[src/rtl/tcon_pkg.sv]
// shared types and constants of the text console
// controller states and commands, datapath status, request opcodes and character codes
// no dependencies
package tcon_pkg;

  localparam logic [7:0] BLANK_CHAR   = 8'h20;
  localparam logic [7:0] TAB_CHAR     = 8'h09;
  localparam logic [7:0] NEWLINE_CHAR = 8'h0A;

  typedef enum logic [1:0] {
    OP_PRINT = 2'd0,
    OP_ERASE = 2'd1,
    OP_CLEAR = 2'd2,
    OP_READ  = 2'd3
  } op_e;

  typedef enum logic [2:0] {
    ST_INIT,
    ST_IDLE,
    ST_PUT,
    ST_SCROLL,
    ST_CLEAR,
    ST_ERS_RD,
    ST_ERS_CHK,
    ST_FINISH
  } ctrl_state_e;

  typedef enum logic [2:0] {
    CMD_NONE,
    CMD_ACCEPT,
    CMD_PUT,
    CMD_SCROLL,
    CMD_CLEAR,
    CMD_ERS_RD,
    CMD_ERS_CHK,
    CMD_FINISH
  } dp_cmd_e;

  typedef struct packed {
    op_e  req_op;
    logic put_scroll;
    logic tab_more;
    logic ers_search;
    logic ers_found;
    logic sw_col_last;
    logic sw_row_last;
    logic out_free;
  } dp_status_t;

endpackage

[src/rtl/tcon_ctrl.sv]
// sequencing state machine of the text console
// issues one datapath command per cycle from the datapath status
// depends on tcon_pkg
module tcon_ctrl (
  input  logic                   clk_i,
  input  logic                   rst_ni,
  input  logic                   in_valid_i,
  output logic                   in_stall_o,
  input  tcon_pkg::dp_status_t   status_i,
  output tcon_pkg::dp_cmd_e      cmd_o
);
  import tcon_pkg::*;

  ctrl_state_e state_q, state_d;

  always_ff @(posedge clk_i or negedge rst_ni) begin
    if (!rst_ni) begin
      state_q <= ST_INIT;
    end else begin
      state_q <= state_d;
    end
  end

  // next state
  always_comb begin
    state_d = state_q;
    case (state_q)
      ST_INIT: begin
        if (status_i.sw_col_last && status_i.sw_row_last) state_d = ST_IDLE;
      end
      ST_IDLE: begin
        if (in_valid_i) begin
          case (status_i.req_op)
            OP_PRINT: begin
              if (status_i.put_scroll)    state_d = ST_SCROLL;
              else if (status_i.tab_more) state_d = ST_PUT;
              else                        state_d = ST_FINISH;
            end
            OP_ERASE: state_d = status_i.ers_search ? ST_ERS_RD : ST_FINISH;
            OP_CLEAR: state_d = ST_CLEAR;
            OP_READ:  state_d = ST_FINISH;
            default:  state_d = ST_FINISH;
          endcase
        end
      end
      ST_PUT: begin
        if (status_i.put_scroll)    state_d = ST_SCROLL;
        else if (status_i.tab_more) state_d = ST_PUT;
        else                        state_d = ST_FINISH;
      end
      ST_SCROLL: begin
        if (status_i.sw_col_last) state_d = status_i.tab_more ? ST_PUT : ST_FINISH;
      end
      ST_CLEAR: begin
        if (status_i.sw_col_last && status_i.sw_row_last) state_d = ST_FINISH;
      end
      ST_ERS_RD:  state_d = ST_ERS_CHK;
      ST_ERS_CHK: begin
        state_d = status_i.ers_found ? ST_FINISH : ST_ERS_RD;
      end
      ST_FINISH: begin
        if (status_i.out_free) state_d = ST_IDLE;
      end
      default: state_d = ST_INIT;
    endcase
  end

  // outputs
  always_comb begin
    cmd_o      = CMD_NONE;
    in_stall_o = 1'b1;
    case (state_q)
      ST_INIT:    cmd_o = CMD_CLEAR;
      ST_IDLE: begin
        in_stall_o = 1'b0;
        cmd_o      = in_valid_i ? CMD_ACCEPT : CMD_NONE;
      end
      ST_PUT:     cmd_o = CMD_PUT;
      ST_SCROLL:  cmd_o = CMD_SCROLL;
      ST_CLEAR:   cmd_o = CMD_CLEAR;
      ST_ERS_RD:  cmd_o = CMD_ERS_RD;
      ST_ERS_CHK: cmd_o = CMD_ERS_CHK;
      ST_FINISH:  cmd_o = status_i.out_free ? CMD_FINISH : CMD_NONE;
      default:    cmd_o = CMD_NONE;
    endcase
  end

endmodule

[config.mk]
export PLATFORM = sky130hd
export DESIGN_NAME = tcon_ctrl
export DESIGN_NICKNAME = d
export VERILOG_FILES = /design/src/rtl/tcon_pkg.sv /design/src/rtl/tcon_ctrl.sv
export SDC_FILE = /design/constraint.sdc
export NUM_CORES = 1
export LEC_CHECK = 0
export CORE_AREA = 5 5 42 44
export CTS_CLUSTER_DIAMETER = 200
export CTS_CLUSTER_SIZE = 10
export DETAILED_ROUTE_END_ITERATION = 6
export DIE_AREA = 0 0 47 49
export DONT_BUFFER_PORTS = 1
export SLEW_MARGIN = 20
export SYNTH_ARGS = -nofsm -noshare
export SYNTH_HDL_FRONTEND = slang
export SYNTH_SLANG_ARGS = --single-unit
[constraint.sdc]
create_clock -name clk_i -period 3.1 [get_ports clk_i]
set_input_delay 0.155 -clock clk_i [delete_from_list [all_inputs] [get_ports clk_i]]
set_output_delay 0.155 -clock clk_i [all_outputs]
set_load 0.005 [all_outputs]
==> impl_metrics.env, run 1 <==
export IMPL_status="finished clean"
export IMPL_grt_total_usage=0.0726
export IMPL_ios=16
export IMPL_htreeDepth=1
export IMPL_critPathRequiredTime_ns=3.21
export IMPL_min_path_type="primary input to register"
export IMPL_synth_nets=54
export IMPL_startpoint_type="register"
export IMPL_synthMuxAreaShare=0.0403
export IMPL_clock_skew_ns=0.00113
export IMPL_seq_area_frac_synth=0.201
export IMPL_post_route_period_util=0.506
export IMPL_rows=14
export IMPL_cts_sinks=3
export IMPL_whs_ns=0.152
export IMPL_netlist_area_sq_um=373
export IMPL_clk_latency_ns=0.22
export IMPL_worstPathArrival_ns=1.68
export IMPL_synth_edf_count=0
export IMPL_crit_fanout=16
export IMPL_drtIter0Drc=1
export IMPL_fp_dieH_microns=49
export IMPL_reg_top3="state_q (3)"
export IMPL_synthDistinctLibCells=28
export IMPL_die_x_microns=47
export IMPL_ant_nets=0
export IMPL_criticalPathCategory="register to register"
export IMPL_slew_headroom=0.662
export IMPL_hpwl_microns=633
export IMPL_rsz0062_at_grt="no"
export IMPL_synth_top_flop_cell="dfrtp_1"
export IMPL_grt_pass1_wl_microns=1240
export IMPL_largest_register_ffs=3
export IMPL_power_density_nw_per_um2=1060
export IMPL_clock_path_buffers=2
export IMPL_synthAdderAreaFrac=0
export IMPL_synth_xor_area_frac=0
export IMPL_grt_max_degree=17
export IMPL_hold_viol=0
export IMPL_die_area_sq_um=2300
export IMPL_num_vias=332
export IMPL_syn_to_final_growth_pct=5.03
export IMPL_synthCells=42
export IMPL_ir_drop_mv=0.305
export IMPL_wl_microns=820
export IMPL_initial_core_util=0.266
export IMPL_largest_register="state_q"
export IMPL_post_cts_resized=0
export IMPL_p_leak_nw=0.140
export IMPL_antenna_cells=0
export IMPL_seqCellArea_sq_um=75.1
export IMPL_fmax_mhz=638
export IMPL_vias_per_cell=5.63
export IMPL_drive_gt1_frac=0.186
export IMPL_fin_setup_tns_ns=0
export IMPL_synth_top_family_by_area="compound AO/OA/AOI/OAI gates"
export IMPL_multiInputGateArea_sq_um=249
export IMPL_drv_cap=0
export IMPL_drc=0
export IMPL_yosysWarnings=0
export IMPL_cp_end_kind="register"
export IMPL_routedWlPerCell_microns=13.9
export IMPL_clkSlewWorstSetupHoldPaths_ns=0.04
export IMPL_async_reset_ff_frac=1.00
export IMPL_antenna_found_initial=0
export IMPL_gp_congestion=0.668
export IMPL_setup_viol=0
export IMPL_cts_buffers=3
export IMPL_grt_pass1_vias=312
export IMPL_synth_ff_latch_count=3
export IMPL_cts_setup_buffers=0
export IMPL_fillers=169
export IMPL_nets=56
export IMPL_drtPass1Iterations=2
export IMPL_ctsRootBufferMaster="clkbuf_4"
export IMPL_synth_simple_area_share=0.161
export IMPL_cts_tree="built"
export IMPL_syn_mean_instance_area_sq_um=8.88
export IMPL_core_area_sq_um=1400
export IMPL_period_needed_ns=1.57
export IMPL_synth_compound_area_share=0.466
export IMPL_overflow=0
export IMPL_portBuffers=0
export IMPL_finalMaxSlewViolations=0
export IMPL_worst_pin_slew_ns=0.507
Yosys cell counts (all sizes together) (2+ instances only):
cell / count / area share
buf: 4 / 0.10
dfrtp: 3 / 0.20
inv: 3 / 0.030
nor2: 2 / 0.020
o21ai: 3 / 0.040
nor3: 2 / 0.027
a211oi: 3 / 0.060
a21oi: 3 / 0.040
power breakdown:
group | internal (mW) | total [mW] | leakage [nW] | switching [mW]
combinational | 0.115 | 0.214 | 0.0900 | 0.0983
clock | 0.0481 | 0.0655 | 0.0150 | 0.0174
sequential | 0.0596 | 0.136 | 0.0352 | 0.0760
total | 0.223 | 0.415 | 0.140 | 0.192
layout by cell type (no fill, tap or decap), drive strengths merged, types with 2 or more instances in the layout:
cell type / count
inv: 3
o21ai: 3
nor3: 2
nor2: 2
dfrtp: 3
clkbuf: 4
a211oi: 3
a21oi: 3
worst max-delay path, stage by stage, from the launching register on:
cell and delay [ns]:
dfrtp_1 0.65, mux2_4 0.36, o21bai_4 0.14, a311oi_2 0.07
a22o_1 0.23
area by class of cell:
cell class                      instances  share of cell area
Multi-Input combinational cell         32               0.636
Sequential cell                         3               0.192
Clock buffer                            4              0.0671
Tap cell                               16              0.0511
Inverter                                3              0.0288
Timing Repair Buffer                    1              0.0256
final timing paths:
| kind | start | endpoint | slack, ns | depth (start not counted) |
|---|---|---|---|---|
| worst max-delay path | state_q[2]$_DFFE_PN0P_ | state_q[2]$_DFFE_PN0P_ | 1.53 | 4 |
| min in group asynchronous | rst_ni | state_q[0]$_DFFE_PN0P_ | 0.18 | 1 |
| worst min-delay path | status_i[5] | state_q[0]$_DFFE_PN0P_ | 0.15 | 2 |
| max in group asynchronous | rst_ni | state_q[2]$_DFFE_PN0P_ | 2.78 | 1 |
| worst max register to register | state_q[2]$_DFFE_PN0P_ | state_q[2]$_DFFE_PN0P_ | 1.53 | 4 |
| worst min register to register | state_q[0]$_DFFE_PN0P_ | state_q[1]$_DFFE_PN0P_ | 0.78 | 2 |
cells by family (layout without fill, tap and decap cells):
group / Yosys count / in the layout
DFF: 3 / 3
muxes: 1 / 1
buffers and inverters: 7 / 8
AOI/OAI and AO/OA: 21 / 21
and+or+nand+nor: 10 / 10
stage by stage:
step	power [mW]	setup slack [ns]	util	instances	area, sq um
floorplan	0.352	1.82	-	42	373
global placement	0.351	1.56	0.254	54	355
detailed placement	0.349	1.55	0.254	54	355
CTS	0.419	1.54	0.279	59	392
global route	0.456	1.46	0.279	59	392
finish	0.415	1.53	0.279	59	392
metal layers:
metal	vias to the layer above	routed length [microns]	track usage
met1	152	424	0.104
met5	-	0	0
met2	12	342	0.0928
met3	0	54	0.0221
met4	0	0	0.0415
li1	168	-	-
repair_timing:
item,in CTS,in global routing
hold endpoints to repair,3,0
hold buffers,1,0
endpoints found under the setup margin,0,0
Note: power is estimated with default switching activity, not from simulation.
==> run 2: changes to the inputs <==
==> constraint.sdc (replaced) <==
create_clock -name clk_i -period 1.6 [get_ports clk_i]
set_input_delay 0.08 -clock clk_i [delete_from_list [all_inputs] [get_ports clk_i]]
set_output_delay 0.08 -clock clk_i [all_outputs]
set_load 0.005 [all_outputs]
==> impl_metrics.env, run 2 (synthesis gave the netlist of run 1 again) <==
export IMPL_nets=58
export IMPL_post_route_period_util=0.884
export IMPL_cts_tree="built"
export IMPL_antenna_cells=0
export IMPL_crit_fanout=12
export IMPL_whs_ns=0.0924
export IMPL_post_cts_resized=0
export IMPL_r2r_start="state_q[0]$_DFFE_PN0P_"
export IMPL_worstPathArrival_ns=1.53
export IMPL_finalMaxSlewViolations=0
export IMPL_cts_sinks=3
export IMPL_clkSlewWorstSetupHoldPaths_ns=0.04
export IMPL_routedWlPerCell_microns=15.5
export IMPL_fp_dieH_microns=49
export IMPL_grt_max_degree=14
export IMPL_rsz0062_at_grt="no"
export IMPL_criticalPathCategory="register to register"
export IMPL_final_cells=61
export IMPL_ant_nets=0
export IMPL_critPathRequiredTime_ns=1.71
export IMPL_slew_headroom=0.774
export IMPL_fin_setup_tns_ns=0
export IMPL_worst_pin_slew_ns=0.338
export IMPL_period_needed_ns=1.41
export IMPL_fillers=166
export IMPL_drtPass1Iterations=4
export IMPL_ir_drop_mv=0.748
export IMPL_cts_setup_buffers=0
export IMPL_core_area_sq_um=1400
export IMPL_gp_congestion=0.815
export IMPL_clk_latency_ns=0.23
export IMPL_die_x_microns=47
export IMPL_initial_core_util=0.266
export IMPL_startpoint_type="register"
export IMPL_syn_to_final_growth_pct=9.06
export IMPL_vias_per_cell=5.74
export IMPL_status="finished clean"
export IMPL_hpwl_microns=764
export IMPL_worstPathCellList="a211oi_1, o21bai_4, a311oi_2, a22o_1"
export IMPL_portBuffers=0
export IMPL_drtIter0Drc=5
export IMPL_die_area_sq_um=2300
export IMPL_cp_startpoint="state_q[0]$_DFFE_PN0P_"
export IMPL_rows=14
export IMPL_antenna_found_initial=0
export IMPL_grt_pass1_vias=297
export IMPL_hold_buffers=1
export IMPL_fmax_mhz=707
export IMPL_dpl_worst_slack_ns=0.187
export IMPL_grt_total_usage=0.0832
export IMPL_crit_path_top_delay_cell="dfrtp_1"
export IMPL_overflow=0
export IMPL_grt_pass1_wl_microns=1330
export IMPL_htreeDepth=1
export IMPL_num_vias=350
export IMPL_cpPeakStageDelay_ns=0.49
export IMPL_drv_cap=0
export IMPL_cp_end_kind="register"
export IMPL_dp_cells=56
export IMPL_reg_top3="state_q (3)"
export IMPL_clock_skew_ns=0.00325
export IMPL_ctsRootBufferMaster="clkbuf_4"
export IMPL_setup_viol=0
export IMPL_wl_microns=945
export IMPL_drc=0
export IMPL_cts_buffers=3
export IMPL_fin_ws_ns=0.186
export IMPL_largest_register="state_q"
export IMPL_hold_viol=0
export IMPL_hp_start="status_i[5]"
export IMPL_p_leak_nw=0.150
export IMPL_largest_register_ffs=3
export IMPL_min_path_type="primary input to register"
export IMPL_drive_gt1_frac=0.222
export IMPL_clock_path_buffers=2
export IMPL_power_density_nw_per_um2=2120
export IMPL_ios=16
[run 2: cell types whose count changed in the layout (fill, tap and decap cells not counted), sizes merged]
| cell | before | now |
|---|---|---|
| buf | 0 | 2 |
[run 2: worst max-delay path, delay by kind of cell, from the launching register on]
family | cells | cell delay (ns)
AO/OA/AOI/OAI | 4 | 0.81
flip-flops | 1 | 0.49
[run 2: report_power, final]
group / internal (mW) / leakage [nW] / switching, mW
Clock: 0.0933 / 0.0150 / 0.0370
Combinational: 0.254 / 0.0999 / 0.273
Sequential: 0.117 / 0.0352 / 0.0895
Total: 0.465 / 0.150 / 0.399
[run 2: layout make-up]
cell class | instances | area, sq um | area share
repair buffers | 3 | 25.0 | 0.0615
well taps | 16 | 20.0 | 0.0492
multi-input cells | 32 | 249 | 0.612
clock buffers | 4 | 26.3 | 0.0646
inverters | 3 | 11.3 | 0.0277
flip-flops and latches | 3 | 75.1 | 0.185
[run 2: final timing paths]
kind                            slack [ns]  depth (start not counted)                      to
worst min register to register        0.72                          3  state_q[1]$_DFFE_PN0P_
min in group asynchronous             0.10                          1  state_q[0]$_DFFE_PN0P_
worst max-delay path                  0.19                          4  state_q[2]$_DFFE_PN0P_
worst max register to register        0.19                          4  state_q[2]$_DFFE_PN0P_
worst min-delay path                  0.09                          2  state_q[0]$_DFFE_PN0P_
max in group asynchronous             1.34                          1  state_q[1]$_DFFE_PN0P_
[run 2: through the flow]
| stage | instance area, sq um | util | power (mW) |
|---|---|---|---|
| after floorplan | 373 | - | 0.682 |
| after global placement | 370 | 0.264 | 0.725 |
| after detailed placement | 370 | 0.264 | 0.731 |
| after CTS | 407 | 0.290 | 0.870 |
| after global routing | 407 | 0.290 | 0.933 |
| final | 407 | 0.290 | 0.864 |
[run 2: per-layer routing]
metal,global-route usage,vias to the layer above,part of all wire
li1,-,173,-
met4,0.0553,0,0
met5,0,-,0
met3,0.0332,0,0.083
met2,0.102,17,0.44
met1,0.115,160,0.47
==> run 3: changes to the inputs <==
--- a/config.mk
+++ b/config.mk
@@ -5,6 +5,7 @@
 export SDC_FILE = /design/constraint.sdc
 export NUM_CORES = 1
 export LEC_CHECK = 0
+export ABC_AREA = 1
 export CORE_AREA = 5 5 42 44
 export CTS_CLUSTER_DIAMETER = 200
 export CTS_CLUSTER_SIZE = 10
==> impl_metrics.env, run 3 <==
export IMPL_antenna_found_initial=0
export IMPL_syn_mean_instance_area_sq_um=5.80
export IMPL_pwr_share_comb=0.580
export IMPL_grt_util_met2=0.115
export IMPL_worstPathArrival_ns=1.30
export IMPL_power_switching_mw=0.471
export IMPL_synth_top_flop_cell="dfrtp_1"
export IMPL_post_route_period_util=0.864
export IMPL_busiest_layer="met1"
export IMPL_async_reset_ff_frac=1.00
export IMPL_drtIter0Drc=13
export IMPL_dpl_worst_slack_ns=0.322
export IMPL_grt_pass1_vias=392
export IMPL_drive_gt1_frac=0.164
export IMPL_final_cells=89
export IMPL_worst_pin_slew_ns=0.425
export IMPL_die_area_sq_um=2300
export IMPL_swShare=0.536
export IMPL_drtPass1Iterations=4
export IMPL_fmax_mhz=723
export IMPL_wl_microns=909
export IMPL_reg2regPathDepth=6
export IMPL_critPathRequiredTime_ns=1.52
export IMPL_grt_total_usage=0.0862
export IMPL_setup_viol=0
export IMPL_synthDistinctLibCells=16
export IMPL_synth_top_cell_area_share=0.201
export IMPL_final_cell_area_sq_um=434
export IMPL_synth_ff_latch_count=3
export IMPL_clock_path_buffers=2
export IMPL_cts_buffers=3
export IMPL_fin_ws_ns=0.217
export IMPL_synth_top_area_cell="nand2_1"
export IMPL_initial_core_util=0.294
export IMPL_min_path_type="primary input to async pin"
export IMPL_ctsRootBufferMaster="clkbuf_4"
export IMPL_gp_congestion=0.771
export IMPL_yosysWarnings=0
export IMPL_period_needed_ns=1.38
export IMPL_ios=16
export IMPL_most_common_layout_cells="22 x nand2_1, 10 x inv_1, 7 x nor2_1, 6 x nand3_1, 5 x o21ai_0"
export IMPL_seq_area_frac_synth=0.182
export IMPL_num_vias=411
export IMPL_p_seq_frac=0.275
export IMPL_die_x_microns=47
export IMPL_slew_headroom=0.717
export IMPL_ir_drop_mv=0.720
export IMPL_synth_commonest_cells="22 x nand2_1, 10 x inv_1, 7 x nor2_1"
export IMPL_reg_top3="state_q (3)"
export IMPL_cts_tree="built"
export IMPL_yosysMostFrequentCell="nand2_1"
export IMPL_fillers=163
export IMPL_grt_max_degree=12
export IMPL_criticalPathCategory="register to output port"
export IMPL_overflow=0
export IMPL_pwr_share_clk=0.145
export IMPL_vias_per_cell=4.62
export IMPL_post_dp_cell_area_sq_um=398
export IMPL_use_met1=0.124
export IMPL_rows=14
export IMPL_synth_area_leaders="nand2_1 20%, dfrtp_1 18%, inv_1 9.1%"
export IMPL_dp_cells=84
export IMPL_p_leak_nw=0.240
export IMPL_crit_fanout=11
export IMPL_finalMaxSlewViolations=0
export IMPL_fp_dieH_microns=49
export IMPL_synth_edf_count=0
export IMPL_met3_usage=0
export IMPL_startpoint_type="register"
export IMPL_htreeDepth=1
export IMPL_drc=0
export IMPL_clock_skew_ns=0.00228
export IMPL_rsz0062_at_grt="no"
export IMPL_cp_end_kind="output port"
export IMPL_core_area_sq_um=1400
export IMPL_status="finished clean"
export IMPL_p_int_mw=0.408
export IMPL_nets=86
export IMPL_synth_nets=83
export IMPL_grt_pass1_wl_microns=1490
export IMPL_final_common_cell="nand2_1"
export IMPL_r2r_start="state_q[2]$_DFFE_PN0P_"
export IMPL_ant_nets=0
export IMPL_antenna_cells=0
export IMPL_portBuffers=0
export IMPL_clkSlewWorstSetupHoldPaths_ns=0.03
export IMPL_largest_register="state_q"
export IMPL_syn_to_final_growth_pct=5.47
export IMPL_hpwl_microns=731
export IMPL_power_density_nw_per_um2=2030
export IMPL_r2r_setup_slack_ns=0.32
export IMPL_hold_viol=0
export IMPL_cts_setup_buffers=0
export IMPL_synthCells=71
export IMPL_routedWlPerCell_microns=10.2
export IMPL_clk_latency_ns=0.23
export IMPL_netlist_area_sq_um=412
export IMPL_largest_register_ffs=3
export IMPL_cts_sinks=3
export IMPL_fin_setup_tns_ns=0
export IMPL_drv_cap=0
export IMPL_rr_endpoint="state_q[2]$_DFFE_PN0P_"
[run 3: logic make-up after synthesis]
group,synth area share
AO/OA/AOI/OAI,0.137
buffers and inverters,0.198
flip-flops,0.182
AND/OR/NAND/NOR,0.483
[run 3: power by group through the flow]
stage	logic, mW	registers [mW]	clock network [mW]
after floorplan	0.589	0.146	0
after global placement	0.500	0.245	0
after detailed placement	0.503	0.240	0
after CTS	0.507	0.240	0.134
after global routing	0.592	0.253	0.137
final	0.510	0.242	0.127
[run 3: per-layer routing]
layer  vias to the layer above  share of wire
li1                        225              -
met1                       174           0.47
met2                        12           0.49
met3                         0          0.045
met4                         0              0
met5                         -              0
[run 3: through the flow]
stage	power [mW]	utilization	hold WS, ns
after global routing	0.982	0.310	0.122
after floorplan	0.734	-	-0.216
after CTS	0.881	0.310	0.0996
after detailed placement	0.743	0.284	-0.215
final	0.879	0.310	0.103
after global placement	0.745	0.284	-0.216
[run 3: worst max-delay path, cell delays in order (launching register included)]
cell and delay [ns]:
dfrtp_1 0.59, inv_2 0.12, o311a_1 0.36
[run 3: repair_timing]
action | CTS | global route
hold buffers | 1 | 0
hold endpoints to repair | 3 | 0
resized for setup | 0 | 0
[run 3: worst max-delay path by stage]
stage / startpoint / endpoint / slack, ns
finish: state_q[2]$_DFFE_PN0P_ / cmd_o[0] / 0.22
global route: state_q[2]$_DFFE_PN0P_ / cmd_o[0] / 0.14
CTS: state_q[2]$_DFFE_PN0P_ / cmd_o[0] / 0.22
detailed placement: state_q[2]$_DFFE_PN0P_ / state_q[1]$_DFFE_PN0P_ / 0.32
global placement: state_q[2]$_DFFE_PN0P_ / state_q[1]$_DFFE_PN0P_ / 0.31
floorplan: state_q[1]$_DFFE_PN0P_ / state_q[1]$_DFFE_PN0P_ / 0.51
[run 3: final cells by class]
class | instances | area [sq um] | area share
Multi-Input combinational cell | 53 | 255 | 0.588
Sequential cell | 3 | 75.1 | 0.173
Inverter | 12 | 47.5 | 0.110
Clock buffer | 4 | 26.3 | 0.0605
Tap cell | 16 | 20.0 | 0.0461
Timing Repair Buffer | 1 | 10.0 | 0.0231
